--- src/rtl/gpm_pkg.sv ---
package gpm_pkg;

  // pattern capacity and derived widths
  localparam int MAX_PATTERN = 32;
  localparam int NCELL       = MAX_PATTERN + 1;
  localparam int LEN_W       = $clog2(MAX_PATTERN + 1);

  // operation codes
  localparam logic [1:0] OP_CLEAR   = 2'd0;
  localparam logic [1:0] OP_APPEND  = 2'd1;
  localparam logic [1:0] OP_SUBJECT = 2'd2;
  localparam logic [1:0] OP_END     = 2'd3;

  // pattern syntax characters
  localparam logic [7:0] CH_STAR   = 8'h2A;
  localparam logic [7:0] CH_QUEST  = 8'h3F;
  localparam logic [7:0] CH_OPEN   = 8'h5B;
  localparam logic [7:0] CH_CARET  = 8'h5E;
  localparam logic [7:0] CH_BSLASH = 8'h5C;
  localparam logic [7:0] CH_CLOSE  = 8'h5D;
  localparam logic [7:0] CH_DASH   = 8'h2D;
  localparam logic [7:0] CH_UP_A   = 8'h41;
  localparam logic [7:0] CH_UP_Z   = 8'h5A;
  localparam logic [7:0] CASE_OFS  = 8'h20;

  // role that a stored pattern byte plays
  typedef enum logic [3:0] {
    R_SKIP, R_STAR, R_ANY, R_LIT, R_ESC, R_OPEN, R_M1, R_MESC, R_MRANGE
  } role_t;

  // broadcast from the controller to every cell
  typedef struct packed {
    logic [LEN_W-1:0] len;
    logic [LEN_W-1:0] lead;
    logic             fresh;
    logic             ic;
    logic             step;
    logic             wr;
    logic [7:0]       wbyte;
    role_t            wrole;
    logic [LEN_W-1:0] wowner;
    logic [LEN_W-1:0] cur_owner;
    logic             range_fix;
    logic             set_neg;
    logic [7:0]       subj;
  } gpm_ctl_t;

  function automatic logic [7:0] fold(input logic [7:0] c, input logic ic);
    logic [7:0] r;
    r = c;
    if (ic && c >= CH_UP_A && c <= CH_UP_Z) r = c + CASE_OFS;
    return r;
  endfunction

  // folded byte inside the range spanned by x and y
  function automatic logic in_span(input logic [7:0] b, input logic [7:0] x,
                                   input logic [7:0] y, input logic ic);
    logic [7:0] lo;
    logic [7:0] hi;
    logic [7:0] fb;
    lo = (x < y) ? x : y;
    hi = (x < y) ? y : x;
    lo = fold(lo, ic);
    hi = fold(hi, ic);
    fb = fold(b, ic);
    return (fb >= lo) && (fb <= hi);
  endfunction

endpackage

--- src/rtl/gpm_if.sv ---
interface gpm_in_if;
  logic       valid;
  logic       ready;
  logic [1:0] operation;
  logic [7:0] byte_value;
  modport source (output valid, output operation, output byte_value, input ready);
  modport sink (input valid, input operation, input byte_value, output ready);
endinterface

interface gpm_out_if;
  logic valid;
  logic ready;
  logic matched;
  logic pattern_overflow;
  modport source (output valid, output matched, output pattern_overflow, input ready);
  modport sink (input valid, input matched, input pattern_overflow, output ready);
endinterface

interface gpm_cfg_if;
  logic valid;
  logic ready;
  logic ignore_case;
  modport source (output valid, output ignore_case, input ready);
  modport sink (input valid, input ignore_case, output ready);
endinterface

--- src/rtl/gpm_cell.sv ---
module gpm_cell (
  input  logic                      clk,
  input  logic                      rst_n,
  input  logic [gpm_pkg::LEN_W-1:0] idx,
  input  gpm_pkg::gpm_ctl_t         ctl,
  input  logic [7:0]                nb1,
  input  logic [7:0]                nb2,
  input  logic                      class_any,
  input  logic                      land_in,
  output logic                      land_out,
  output logic [7:0]                byte_o,
  output logic                      mhit_o,
  output logic [gpm_pkg::LEN_W-1:0] owner_o,
  output logic                      act_o
);
  import gpm_pkg::*;

  logic [7:0]       byte_r;
  role_t            role_r;
  logic [LEN_W-1:0] owner_r;
  logic             neg_r;
  logic             act_r;

  logic [LEN_W:0] idx_x;
  logic [LEN_W:0] len_x;
  logic           in_pat;
  logic           at_end;
  logic           old;
  logic           start;
  logic           star;
  logic           hit;
  logic [7:0]     esc_v;
  logic           act_new;

  assign idx_x  = {1'b0, idx};
  assign len_x  = {1'b0, ctl.len};
  assign in_pat = idx_x < len_x;
  assign at_end = idx == ctl.len;
  assign old    = ctl.fresh ? (idx <= ctl.lead) : act_r;
  assign esc_v  = (idx_x + 1'b1 < len_x) ? nb1 : CH_BSLASH;
  assign star   = role_r == R_STAR;
  assign start  = (role_r == R_STAR) || (role_r == R_ANY) || (role_r == R_LIT) ||
                  (role_r == R_ESC) || (role_r == R_OPEN);

  // element hit for the current subject byte
  always_comb begin
    unique case (role_r)
      R_ANY:   hit = 1'b1;
      R_LIT:   hit = in_span(ctl.subj, byte_r, byte_r, ctl.ic);
      R_ESC:   hit = in_span(ctl.subj, esc_v, esc_v, ctl.ic);
      R_OPEN:  hit = neg_r ^ class_any;
      default: hit = 1'b0;
    endcase
  end

  // class member hit, ORed per class by the top level
  always_comb begin
    unique case (role_r)
      R_M1:     mhit_o = in_pat && in_span(ctl.subj, byte_r, byte_r, ctl.ic);
      R_MESC:   mhit_o = in_pat && in_span(ctl.subj, esc_v, esc_v, ctl.ic);
      R_MRANGE: mhit_o = in_pat && in_span(ctl.subj, byte_r, nb2, ctl.ic);
      default:  mhit_o = 1'b0;
    endcase
  end

  // token passed along the row of cells
  always_comb begin
    act_new  = 1'b0;
    land_out = 1'b0;
    if (in_pat && start) begin
      act_new  = land_in | (star & old);
      land_out = star ? act_new : (old & hit);
    end else if (in_pat) begin
      land_out = land_in;
    end else if (at_end) begin
      act_new = land_in;
    end
  end

  // active bit
  always_ff @(posedge clk) begin
    if (!rst_n) begin
      act_r <= 1'b0;
    end else if (ctl.step) begin
      act_r <= act_new;
    end
  end

  // pattern byte, its role, owner and negation flag
  always_ff @(posedge clk) begin
    if (ctl.wr) begin
      if (at_end) begin
        byte_r  <= ctl.wbyte;
        role_r  <= ctl.wrole;
        owner_r <= ctl.wowner;
        neg_r   <= 1'b0;
      end
      if (ctl.range_fix && (idx_x + 2'd2 == len_x)) role_r <= R_MRANGE;
      if (ctl.range_fix && (idx_x + 1'b1 == len_x)) role_r <= R_SKIP;
      if (ctl.set_neg && idx == ctl.cur_owner) neg_r <= 1'b1;
    end
  end

  assign byte_o  = byte_r;
  assign owner_o = owner_r;
  assign act_o   = old;

endmodule

--- src/rtl/gpm_ctrl.sv ---
module gpm_ctrl (
  input  logic              clk,
  input  logic              rst_n,
  input  logic              in_valid,
  input  logic [1:0]        in_op,
  input  logic [7:0]        in_byte,
  output logic              in_ready,
  output logic              out_valid,
  input  logic              out_ready,
  output logic              out_matched,
  output logic              out_ovf,
  input  logic              cfg_valid,
  input  logic              cfg_data,
  input  logic              act_at_len,
  output gpm_pkg::gpm_ctl_t ctl
);
  import gpm_pkg::*;

  typedef enum logic [2:0] {C_OUT, C_OESC, C_IFIRST, C_IN, C_IESC, C_IM, C_IMD} ctx_t;

  ctx_t             ctx_r, ctx_nxt;
  logic [LEN_W-1:0] len_r, lead_r, own_r, own_nxt;
  logic             ovf_r, fresh_r, ic_r;
  logic             ov_r, om_r, oo_r;
  logic             acc, full, wr;
  role_t            wrole;
  logic [LEN_W-1:0] wowner;
  logic             set_neg, range_fix;

  assign in_ready = !ov_r || out_ready;
  assign acc      = in_valid && in_ready;
  assign full     = len_r == LEN_W'(MAX_PATTERN);
  assign wr       = acc && (in_op == OP_APPEND) && !full;

  // incremental parse of the appended byte
  always_comb begin
    wrole     = R_SKIP;
    wowner    = own_r;
    own_nxt   = own_r;
    ctx_nxt   = ctx_r;
    set_neg   = 1'b0;
    range_fix = 1'b0;
    unique case (ctx_r)
      C_OUT: begin
        if (in_byte == CH_STAR) begin
          wrole = R_STAR;
        end else if (in_byte == CH_QUEST) begin
          wrole = R_ANY;
        end else if (in_byte == CH_OPEN) begin
          wrole   = R_OPEN;
          wowner  = len_r;
          own_nxt = len_r;
          ctx_nxt = C_IFIRST;
        end else if (in_byte == CH_BSLASH) begin
          wrole   = R_ESC;
          ctx_nxt = C_OESC;
        end else begin
          wrole = R_LIT;
        end
      end
      C_OESC: ctx_nxt = C_OUT;
      C_IESC: ctx_nxt = C_IN;
      C_IMD: begin
        range_fix = 1'b1;
        ctx_nxt   = C_IN;
      end
      C_IFIRST, C_IN, C_IM: begin
        if (ctx_r == C_IFIRST && in_byte == CH_CARET) begin
          set_neg = 1'b1;
          ctx_nxt = C_IN;
        end else if (ctx_r == C_IM && in_byte == CH_DASH) begin
          wrole   = R_M1;
          ctx_nxt = C_IMD;
        end else if (in_byte == CH_BSLASH) begin
          wrole   = R_MESC;
          ctx_nxt = C_IESC;
        end else if (in_byte == CH_CLOSE) begin
          ctx_nxt = C_OUT;
        end else begin
          wrole   = R_M1;
          ctx_nxt = C_IM;
        end
      end
      default: ctx_nxt = C_OUT;
    endcase
  end

  // pattern bookkeeping, case mode and result word
  always_ff @(posedge clk) begin
    if (!rst_n) begin
      ctx_r   <= C_OUT;
      len_r   <= '0;
      lead_r  <= '0;
      own_r   <= '0;
      ovf_r   <= 1'b0;
      fresh_r <= 1'b1;
      ic_r    <= 1'b0;
      ov_r    <= 1'b0;
    end else begin
      if (cfg_valid) ic_r <= cfg_data;
      if (out_ready) ov_r <= 1'b0;
      if (acc) begin
        unique case (in_op)
          OP_CLEAR: begin
            ctx_r   <= C_OUT;
            len_r   <= '0;
            lead_r  <= '0;
            ovf_r   <= 1'b0;
            fresh_r <= 1'b1;
          end
          OP_APPEND: begin
            fresh_r <= 1'b1;
            if (full) begin
              ovf_r <= 1'b1;
            end else begin
              ctx_r <= ctx_nxt;
              own_r <= own_nxt;
              len_r <= len_r + 1'b1;
              if (lead_r == len_r && ctx_r == C_OUT && in_byte == CH_STAR)
                lead_r <= lead_r + 1'b1;
            end
          end
          OP_SUBJECT: fresh_r <= 1'b0;
          OP_END: begin
            ov_r    <= 1'b1;
            om_r    <= !ovf_r && act_at_len;
            oo_r    <= ovf_r;
            fresh_r <= 1'b1;
          end
          default: ;
        endcase
      end
    end
  end

  assign out_valid   = ov_r;
  assign out_matched = om_r;
  assign out_ovf     = oo_r;

  assign ctl.len       = len_r;
  assign ctl.lead      = lead_r;
  assign ctl.fresh     = fresh_r;
  assign ctl.ic        = ic_r;
  assign ctl.step      = acc && (in_op == OP_SUBJECT);
  assign ctl.wr        = wr;
  assign ctl.wbyte     = in_byte;
  assign ctl.wrole     = wrole;
  assign ctl.wowner    = wowner;
  assign ctl.cur_owner = own_r;
  assign ctl.range_fix = range_fix;
  assign ctl.set_neg   = set_neg;
  assign ctl.subj      = in_byte;

endmodule

--- src/rtl/glob_pattern_matcher.sv ---
// channel | dir | word                                | accepted when
// in_ch   | in  | operation[1:0], byte_value[7:0]     | valid && ready
// out_ch  | out | matched, pattern_overflow           | valid && ready
// cfg_ch  | in  | ignore_case                         | valid && ready (always ready)
//
// One input word per cycle for every operation while in_ch.ready is high; end of
// subject gives its result word in the following cycle from an output register.
// A subject byte ripples a token combinationally through the row of pattern cells;
// that chain plus the per-class member OR sets the clock period.
// Input stalls only while a result word waits and out_ch.ready is low.
// Synchronous active-low reset empties the pattern and clears case folding.
module glob_pattern_matcher (
  input logic      clk,
  input logic      rst_n,
  gpm_in_if.sink   in_ch,
  gpm_out_if.source out_ch,
  gpm_cfg_if.sink  cfg_ch
);
  import gpm_pkg::*;

  gpm_ctl_t         ctl;
  logic [7:0]       bytes  [NCELL];
  logic [LEN_W-1:0] owners [NCELL];
  logic             mhit   [NCELL];
  logic             cany   [NCELL];
  logic             land   [NCELL+1];
  logic [NCELL-1:0] act;

  assign cfg_ch.ready = 1'b1;
  assign land[0]      = 1'b0;

  gpm_ctrl u_ctrl (
    .clk         (clk),
    .rst_n       (rst_n),
    .in_valid    (in_ch.valid),
    .in_op       (in_ch.operation),
    .in_byte     (in_ch.byte_value),
    .in_ready    (in_ch.ready),
    .out_valid   (out_ch.valid),
    .out_ready   (out_ch.ready),
    .out_matched (out_ch.matched),
    .out_ovf     (out_ch.pattern_overflow),
    .cfg_valid   (cfg_ch.valid),
    .cfg_data    (cfg_ch.ignore_case),
    .act_at_len  (act[ctl.len]),
    .ctl         (ctl)
  );

  for (genvar p = 0; p < NCELL; p++) begin : g_cell
    logic [7:0] nb1;
    logic [7:0] nb2;

    // neighbor bytes for escapes and range ends
    if (p + 1 < NCELL) begin : g_n1
      assign nb1 = bytes[p+1];
    end else begin : g_n1z
      assign nb1 = '0;
    end
    if (p + 2 < NCELL) begin : g_n2
      assign nb2 = bytes[p+2];
    end else begin : g_n2z
      assign nb2 = '0;
    end

    // members of the class opened at this position
    always_comb begin
      cany[p] = 1'b0;
      for (int q = 0; q < NCELL; q++) begin
        if (mhit[q] && owners[q] == LEN_W'(p)) cany[p] = 1'b1;
      end
    end

    gpm_cell u_cell (
      .clk       (clk),
      .rst_n     (rst_n),
      .idx       (LEN_W'(p)),
      .ctl       (ctl),
      .nb1       (nb1),
      .nb2       (nb2),
      .class_any (cany[p]),
      .land_in   (land[p]),
      .land_out  (land[p+1]),
      .byte_o    (bytes[p]),
      .mhit_o    (mhit[p]),
      .owner_o   (owners[p]),
      .act_o     (act[p])
    );
  end

endmodule
--- src/flat_wrapper.sv ---
// flat-port wrapper written by rule: the top's interface ports become plain ports
module glob_pattern_matcher_flat import gpm_pkg::*;
  (clk, rst_n, in_ch_valid, in_ch_operation, in_ch_byte_value, in_ch_ready, out_ch_valid, out_ch_matched, out_ch_pattern_overflow, out_ch_ready, cfg_ch_valid, cfg_ch_ignore_case, cfg_ch_ready);
  gpm_in_if in_ch_i ();
  gpm_out_if out_ch_i ();
  gpm_cfg_if cfg_ch_i ();
  input logic clk;
  input logic rst_n;
  input wire logic [$bits(in_ch_i.valid)-1:0] in_ch_valid;
  input wire logic [$bits(in_ch_i.operation)-1:0] in_ch_operation;
  input wire logic [$bits(in_ch_i.byte_value)-1:0] in_ch_byte_value;
  output wire logic [$bits(in_ch_i.ready)-1:0] in_ch_ready;
  output wire logic [$bits(out_ch_i.valid)-1:0] out_ch_valid;
  output wire logic [$bits(out_ch_i.matched)-1:0] out_ch_matched;
  output wire logic [$bits(out_ch_i.pattern_overflow)-1:0] out_ch_pattern_overflow;
  input wire logic [$bits(out_ch_i.ready)-1:0] out_ch_ready;
  input wire logic [$bits(cfg_ch_i.valid)-1:0] cfg_ch_valid;
  input wire logic [$bits(cfg_ch_i.ignore_case)-1:0] cfg_ch_ignore_case;
  output wire logic [$bits(cfg_ch_i.ready)-1:0] cfg_ch_ready;
  assign in_ch_i.valid = in_ch_valid;
  assign in_ch_i.operation = in_ch_operation;
  assign in_ch_i.byte_value = in_ch_byte_value;
  assign in_ch_ready = in_ch_i.ready;
  assign out_ch_valid = out_ch_i.valid;
  assign out_ch_matched = out_ch_i.matched;
  assign out_ch_pattern_overflow = out_ch_i.pattern_overflow;
  assign out_ch_i.ready = out_ch_ready;
  assign cfg_ch_i.valid = cfg_ch_valid;
  assign cfg_ch_i.ignore_case = cfg_ch_ignore_case;
  assign cfg_ch_ready = cfg_ch_i.ready;
  glob_pattern_matcher u_core (.clk(clk), .rst_n(rst_n), .in_ch(in_ch_i), .out_ch(out_ch_i), .cfg_ch(cfg_ch_i));
endmodule
--- config.mk ---
export PLATFORM = sky130hd
export DESIGN_NAME = glob_pattern_matcher_flat
export DESIGN_NICKNAME = d
export VERILOG_FILES = /design/src/rtl/gpm_pkg.sv /design/src/rtl/gpm_if.sv /design/src/rtl/gpm_cell.sv /design/src/rtl/gpm_ctrl.sv /design/src/rtl/glob_pattern_matcher.sv /design/src/flat_wrapper.sv
export SDC_FILE = /design/constraint.sdc
export NUM_CORES = 2
export LEC_CHECK = 0
export BUFFER_PORTS_ARGS = -buffer_cell sky130_fd_sc_hd__buf_2
export CAP_MARGIN = 0
export CORE_MARGIN = 3
export CORE_UTILIZATION = 67
export DETAILED_ROUTE_END_ITERATION = 16
export HOLD_SLACK_MARGIN = 0.12
export PLACE_DENSITY = 0.86
export SETUP_SLACK_MARGIN = 0.5
export SLEW_MARGIN = 0
export SYNTH_ARGS = -nofsm -noshare
export SYNTH_HDL_FRONTEND = slang
export SYNTH_SLANG_ARGS = --single-unit
--- constraint.sdc ---
create_clock -name clk -period 11.1 [get_ports clk]
set_clock_uncertainty 0.05 [all_clocks]
set_input_delay 1.665 -clock clk [delete_from_list [all_inputs] [get_ports clk]]
set_output_delay 1.665 -clock clk [all_outputs]
set_load 0.03 [all_outputs]
==> results.txt, run 1 <==
Remaining Overflow, GRT - 13
Status - did not finish
Error msg - [ERROR GRT-0116] Global routing finished with congestion. Check the congestion regions in the DRC Viewer.
Synth Register Bits - 686
Async SR Flop Fraction - 0%
DPL Wire Length - 310.7 mm
Post-DP Area - 81730 um2
# port buffers - 19
Die extent in y - 350.8 um
# resized after CTS - 0
Area share of the largest cell type after synthesis - 23.67%
GRT Total Usage - 73.23%
Routability congestion estimate - 1.480
Syn Std Cell Area - 79660 um2
Root buf cell - clkbuf_16
Post-Place Worst Slack - 0.7609 ns
Largest net degree at the start of global routing - 89
Number of setup buffers added after CTS - 0
Sequential element share of the synthesized area - 25.13%
Hold buffers post-CTS - 0
Avg Cell Area, Syn - 8.158 um2
CTS Buffer Depth - 3
Post-Syn Instances - 9764
Area contributors post-synth - edfxtp_1, ha_1, o21ai_0, mux2i_1, nand2_1
Post-synth top cells - ha_1, nand2_1, nor2_1
Die width - 350.8 um
CTS buffer count - 84
Initial core utilization - 68.00%
Wire length of the first global-routing pass - 664.4 mm
Core Rows - 125
Vias in the first global route - 94650
Count leader, synth - ha_1
Max H-tree Level - 3
Post-synth top area cell - edfxtp_1
Prevailing post-synth register cell - edfxtp_1
Failing step - global routing
Number of synthesized flops with an enable pin - 628
I/O pin cnt - 21
Synth unique cells - 126
TritonCTS Sinks - 686
Synth warn - 0
## metal layers
metal  global-route usage [%]  GRT overflow
met1                    75.94             0
met2                    88.27             5
met3                    58.28             1
met4                    67.34             7
met5                    32.93             0
## per-stage QoR
stage / cells / hold WS (ns)
detailed placement: 11040 / 0.4010
floorplan: 9777 / 0.3784
CTS: 11190 / 0.4098
global placement: 11030 / 0.3937
## cell families after synthesis
logic type	share of synthesized area (%)
other cells	0.009428
compound gates	23.08
simple gates	24.85
xor+xnor	3.605
fa+ha+maj	13.56
buf+inv	5.125
mux	4.645
flops	25.13
==> run 2, diff against run 1 <==
--- a/config.mk
+++ b/config.mk
@@ -8,11 +8,9 @@
 export BUFFER_PORTS_ARGS = -buffer_cell sky130_fd_sc_hd__buf_2
 export CAP_MARGIN = 0
 export CORE_MARGIN = 3
-export CORE_UTILIZATION = 67
+export CORE_UTILIZATION = 40
 export DETAILED_ROUTE_END_ITERATION = 16
-export HOLD_SLACK_MARGIN = 0.12
-export PLACE_DENSITY = 0.86
-export SETUP_SLACK_MARGIN = 0.5
+export PLACE_DENSITY_LB_ADDON = 0.15
 export SLEW_MARGIN = 0
 export SYNTH_ARGS = -nofsm -noshare
 export SYNTH_HDL_FRONTEND = slang
==> run 2 against run 1 <==
The flow now finishes, with violations (capacitance limit, slew limit); synthesized area unchanged; synthesized cell count unchanged.
==> results.txt, run 2 <==
Status - finished with violations
Failing checks - capacitance limit, slew limit
Worst setup path startpoint - u_core.g_cell[22].u_cell.byte_o[1]
Count leader, synth - ha_1
Max H-tree Level - 3
I/O pin cnt - 21
Initial antenna violation count - 98
Post-Route WL - 518.0 mm
Async SR Flop Fraction - 0%
Worst setup SP type - register
Sequential element share of the synthesized area - 25.13%
Critical path's slowest cell - or4_1
Reg2reg start - u_core.g_cell[22].u_cell.byte_o[1]
Die area - 204500 um2
Root buf cell - clkbuf_16
Worst VDD drop - 0.1423 mV
Number of setup buffers added after CTS - 0
GRT Total Usage - 48.57%
WP data required - 11.67 ns
Vias/cell - 7.188
Most common cell on crit path - o21ai_0
TritonCTS clock tree - done
Vias - 91100
Final Instance Count excl. Fillers - 12670
Synth Area in Compound Gates - 23.08%
Register area - 20030 um2
Post-synth top cells - ha_1, nand2_1, nor2_1
Final Util - 45.25%
Largest family of logic cells by synthesized area - simple AND/OR/NAND/NOR gates
Synth unique cells - 126
Syn Std Cell Area - 79660 um2
CTS Buffer Depth - 3
Die width - 452.3 um
Reg2reg end - u_core.g_cell[31].u_cell.act_r
Critical Path Fanout Max - 16
Simple-gate share of the synthesized area - 24.85%
Synth-to-Final Area Change - 12.26%
# setup viols final - 0
Synth Area in XOR/XNOR - 3.605%
Core ar. - 197600 um2
Max-Cap Viols - 5
Avg Cell Area, Syn - 8.158 um2
Largest net degree at the start of global routing - 82
Remaining Overflow, GRT - 0
Wire length of the first global-routing pass - 696.5 mm
Vias in the first global route - 84360
Fin. Hold Viols - 0
Post-Syn Instances - 9764
Critical path type - reg2reg
TritonCTS Sinks - 686
CTS buffer count - 96
Sw frac - 27.84%
Post-synthesis mux area share - 4.645%
DRC - 0
# port buffers - 19
Commonest non-fill, non-tap cell in the layout - ha_1
Post-synth top area cell - edfxtp_1
Int Pwr - 5114 uW
Comb power frac - 9.3%
Sw power - 1973 uW
Crit path DAT - 11.41 ns
Synth Register Bits - 686
Worst Tran Pin Value - 1.620 ns
DPL Wire Length - 414.7 mm
Clock Power Share - 50.9%
Largest register FFs - 264
Initial core utilization - 40.31%
Worst path max stage delay - 0.82 ns
Max Fclk - 92.27 MHz
Tmin final - 10.84 ns
Adder-cell share of the synthesized area - 13.56%
Slew HR - -8.852%
Placed insts - 12450
Tcrit/Tclk final - 97.64%
Post-route ant nets - 0
Drt initial violations - 14870
Area contributors post-synth - edfxtp_1, ha_1, o21ai_0, mux2i_1, nand2_1
Synth warn - 0
Layout cell share with drive strength beyond 1 - 10.66%
Core Rows - 163
Area share of the largest cell type after synthesis - 23.67%
WL/cell - 40.87 um
Prevailing post-synth register cell - edfxtp_1
Pwr Density - 79.25 nW/um2
LEAKAGE - 0.03461 uW
Worst skew pair latency - 0.81 ns
Final Max Slew Viols - 8
Critical hold path startpoint - u_core.g_cell[17].u_cell.act_r
Clock-pin slew on the worst setup and hold paths - 0.07 ns
Reg power frac - 39.8%
Number of synthesized flops with an enable pin - 628
Commonest non-fill, non-tap cells in the layout - ha_1, nand2_1, nor2_1
Routability congestion estimate - 1.176
Cells on worst reg2reg path - 39
Pre-antenna DRT Iters - 14
# fillers - 19100
Total power - 7087 uW
Die extent in y - 452.3 um
R2r setup slk - 0.26 ns
Final Cell Area - 89420 um2
CP Capture Point - u_core.g_cell[31].u_cell.act_r
Footprint of the multi-input gates - 56210 um2
Post-DP Area - 85700 um2
Final net count - 10780
Worst hold path type - reg2reg
CP Capture Type - register
## run 2: layout make-up
class                   count  share of cell area, %
flip-flops and latches    686                  22.40
inverters                 479                  2.030
clock inverters            66                  1.108
repair buffers            565                  4.906
clock buffers             116                  2.882
multi-input cells        8077                  62.85
diodes                     45                 0.1259
well taps                2640                  3.694
## run 2: stage by stage
step	hold slack [ns]	setup TNS, ns	worst slack, ns
finish	0.4111	0	0.2624
global route	0.4308	-0.01236	-0.01236
CTS	0.4040	0	0.5171
detailed placement	0.3947	0	0.5611
global placement	0.3874	0	0.5590
floorplan	0.3784	0	2.124
## run 2: kinds of logic after synthesis
| family | after synthesis |
|---|---|
| muxes | 361 |
| other | 2 |
| and+or+nand+nor | 3838 |
| buffers and inverters | 1014 |
| AOI/OAI and AO/OA | 2673 |
| DFF | 686 |
| adders and majority gates | 863 |
| xor gates and xnor gates | 327 |
## run 2: per-layer routing
| metal | routed length [um] | GRT usage [%] | up-vias |
|---|---|---|---|
| li1 | - | - | 37550 |
| met1 | 195700 | 60.37 | 44400 |
| met2 | 205200 | 68.65 | 7199 |
| met3 | 69660 | 17.77 | 1885 |
| met4 | 46990 | 35.37 | 64 |
| met5 | 424 | 0 | - |
## run 2: power by group through the flow
stage / clock, uW / sequential (uW) / combinational [uW]
final: 3610 / 2820 / 662
after CTS: 3600 / 2820 / 632
after floorplan: 0 / 2860 / 377
after global placement: 0 / 2870 / 600
after detailed placement: 0 / 2870 / 627
after global routing: 3690 / 2820 / 698
## run 2: what timing repair did
item                                    CTS  global route
endpoints found under the setup margin    0             5
hold buffers                              0             0
resized for setup                         0             6
## run 2: worst min-delay path by stage
stage	end	slack [ns]	cells past startpoint
after CTS	u_core.g_cell[17].u_cell.act_r	0.40	2
after floorplan	u_core.g_cell[17].u_cell.act_r	0.38	2
after global routing	u_core.g_cell[23].u_cell.act_r	0.43	2
after global placement	u_core.g_cell[17].u_cell.act_r	0.39	2
final	u_core.g_cell[17].u_cell.act_r	0.41	2
after detailed placement	u_core.g_cell[17].u_cell.act_r	0.39	2
## run 2: critical path: cells and delay by family (launching register included)
family,cells,cell delay (ns)
buf+inv,3,0.31
flops,1,0.36
fa+ha+maj,2,0.59
compound gates,23,6.16
simple gates,10,2.79
mux,1,0.37
Power figures use the tool's default switching activity.
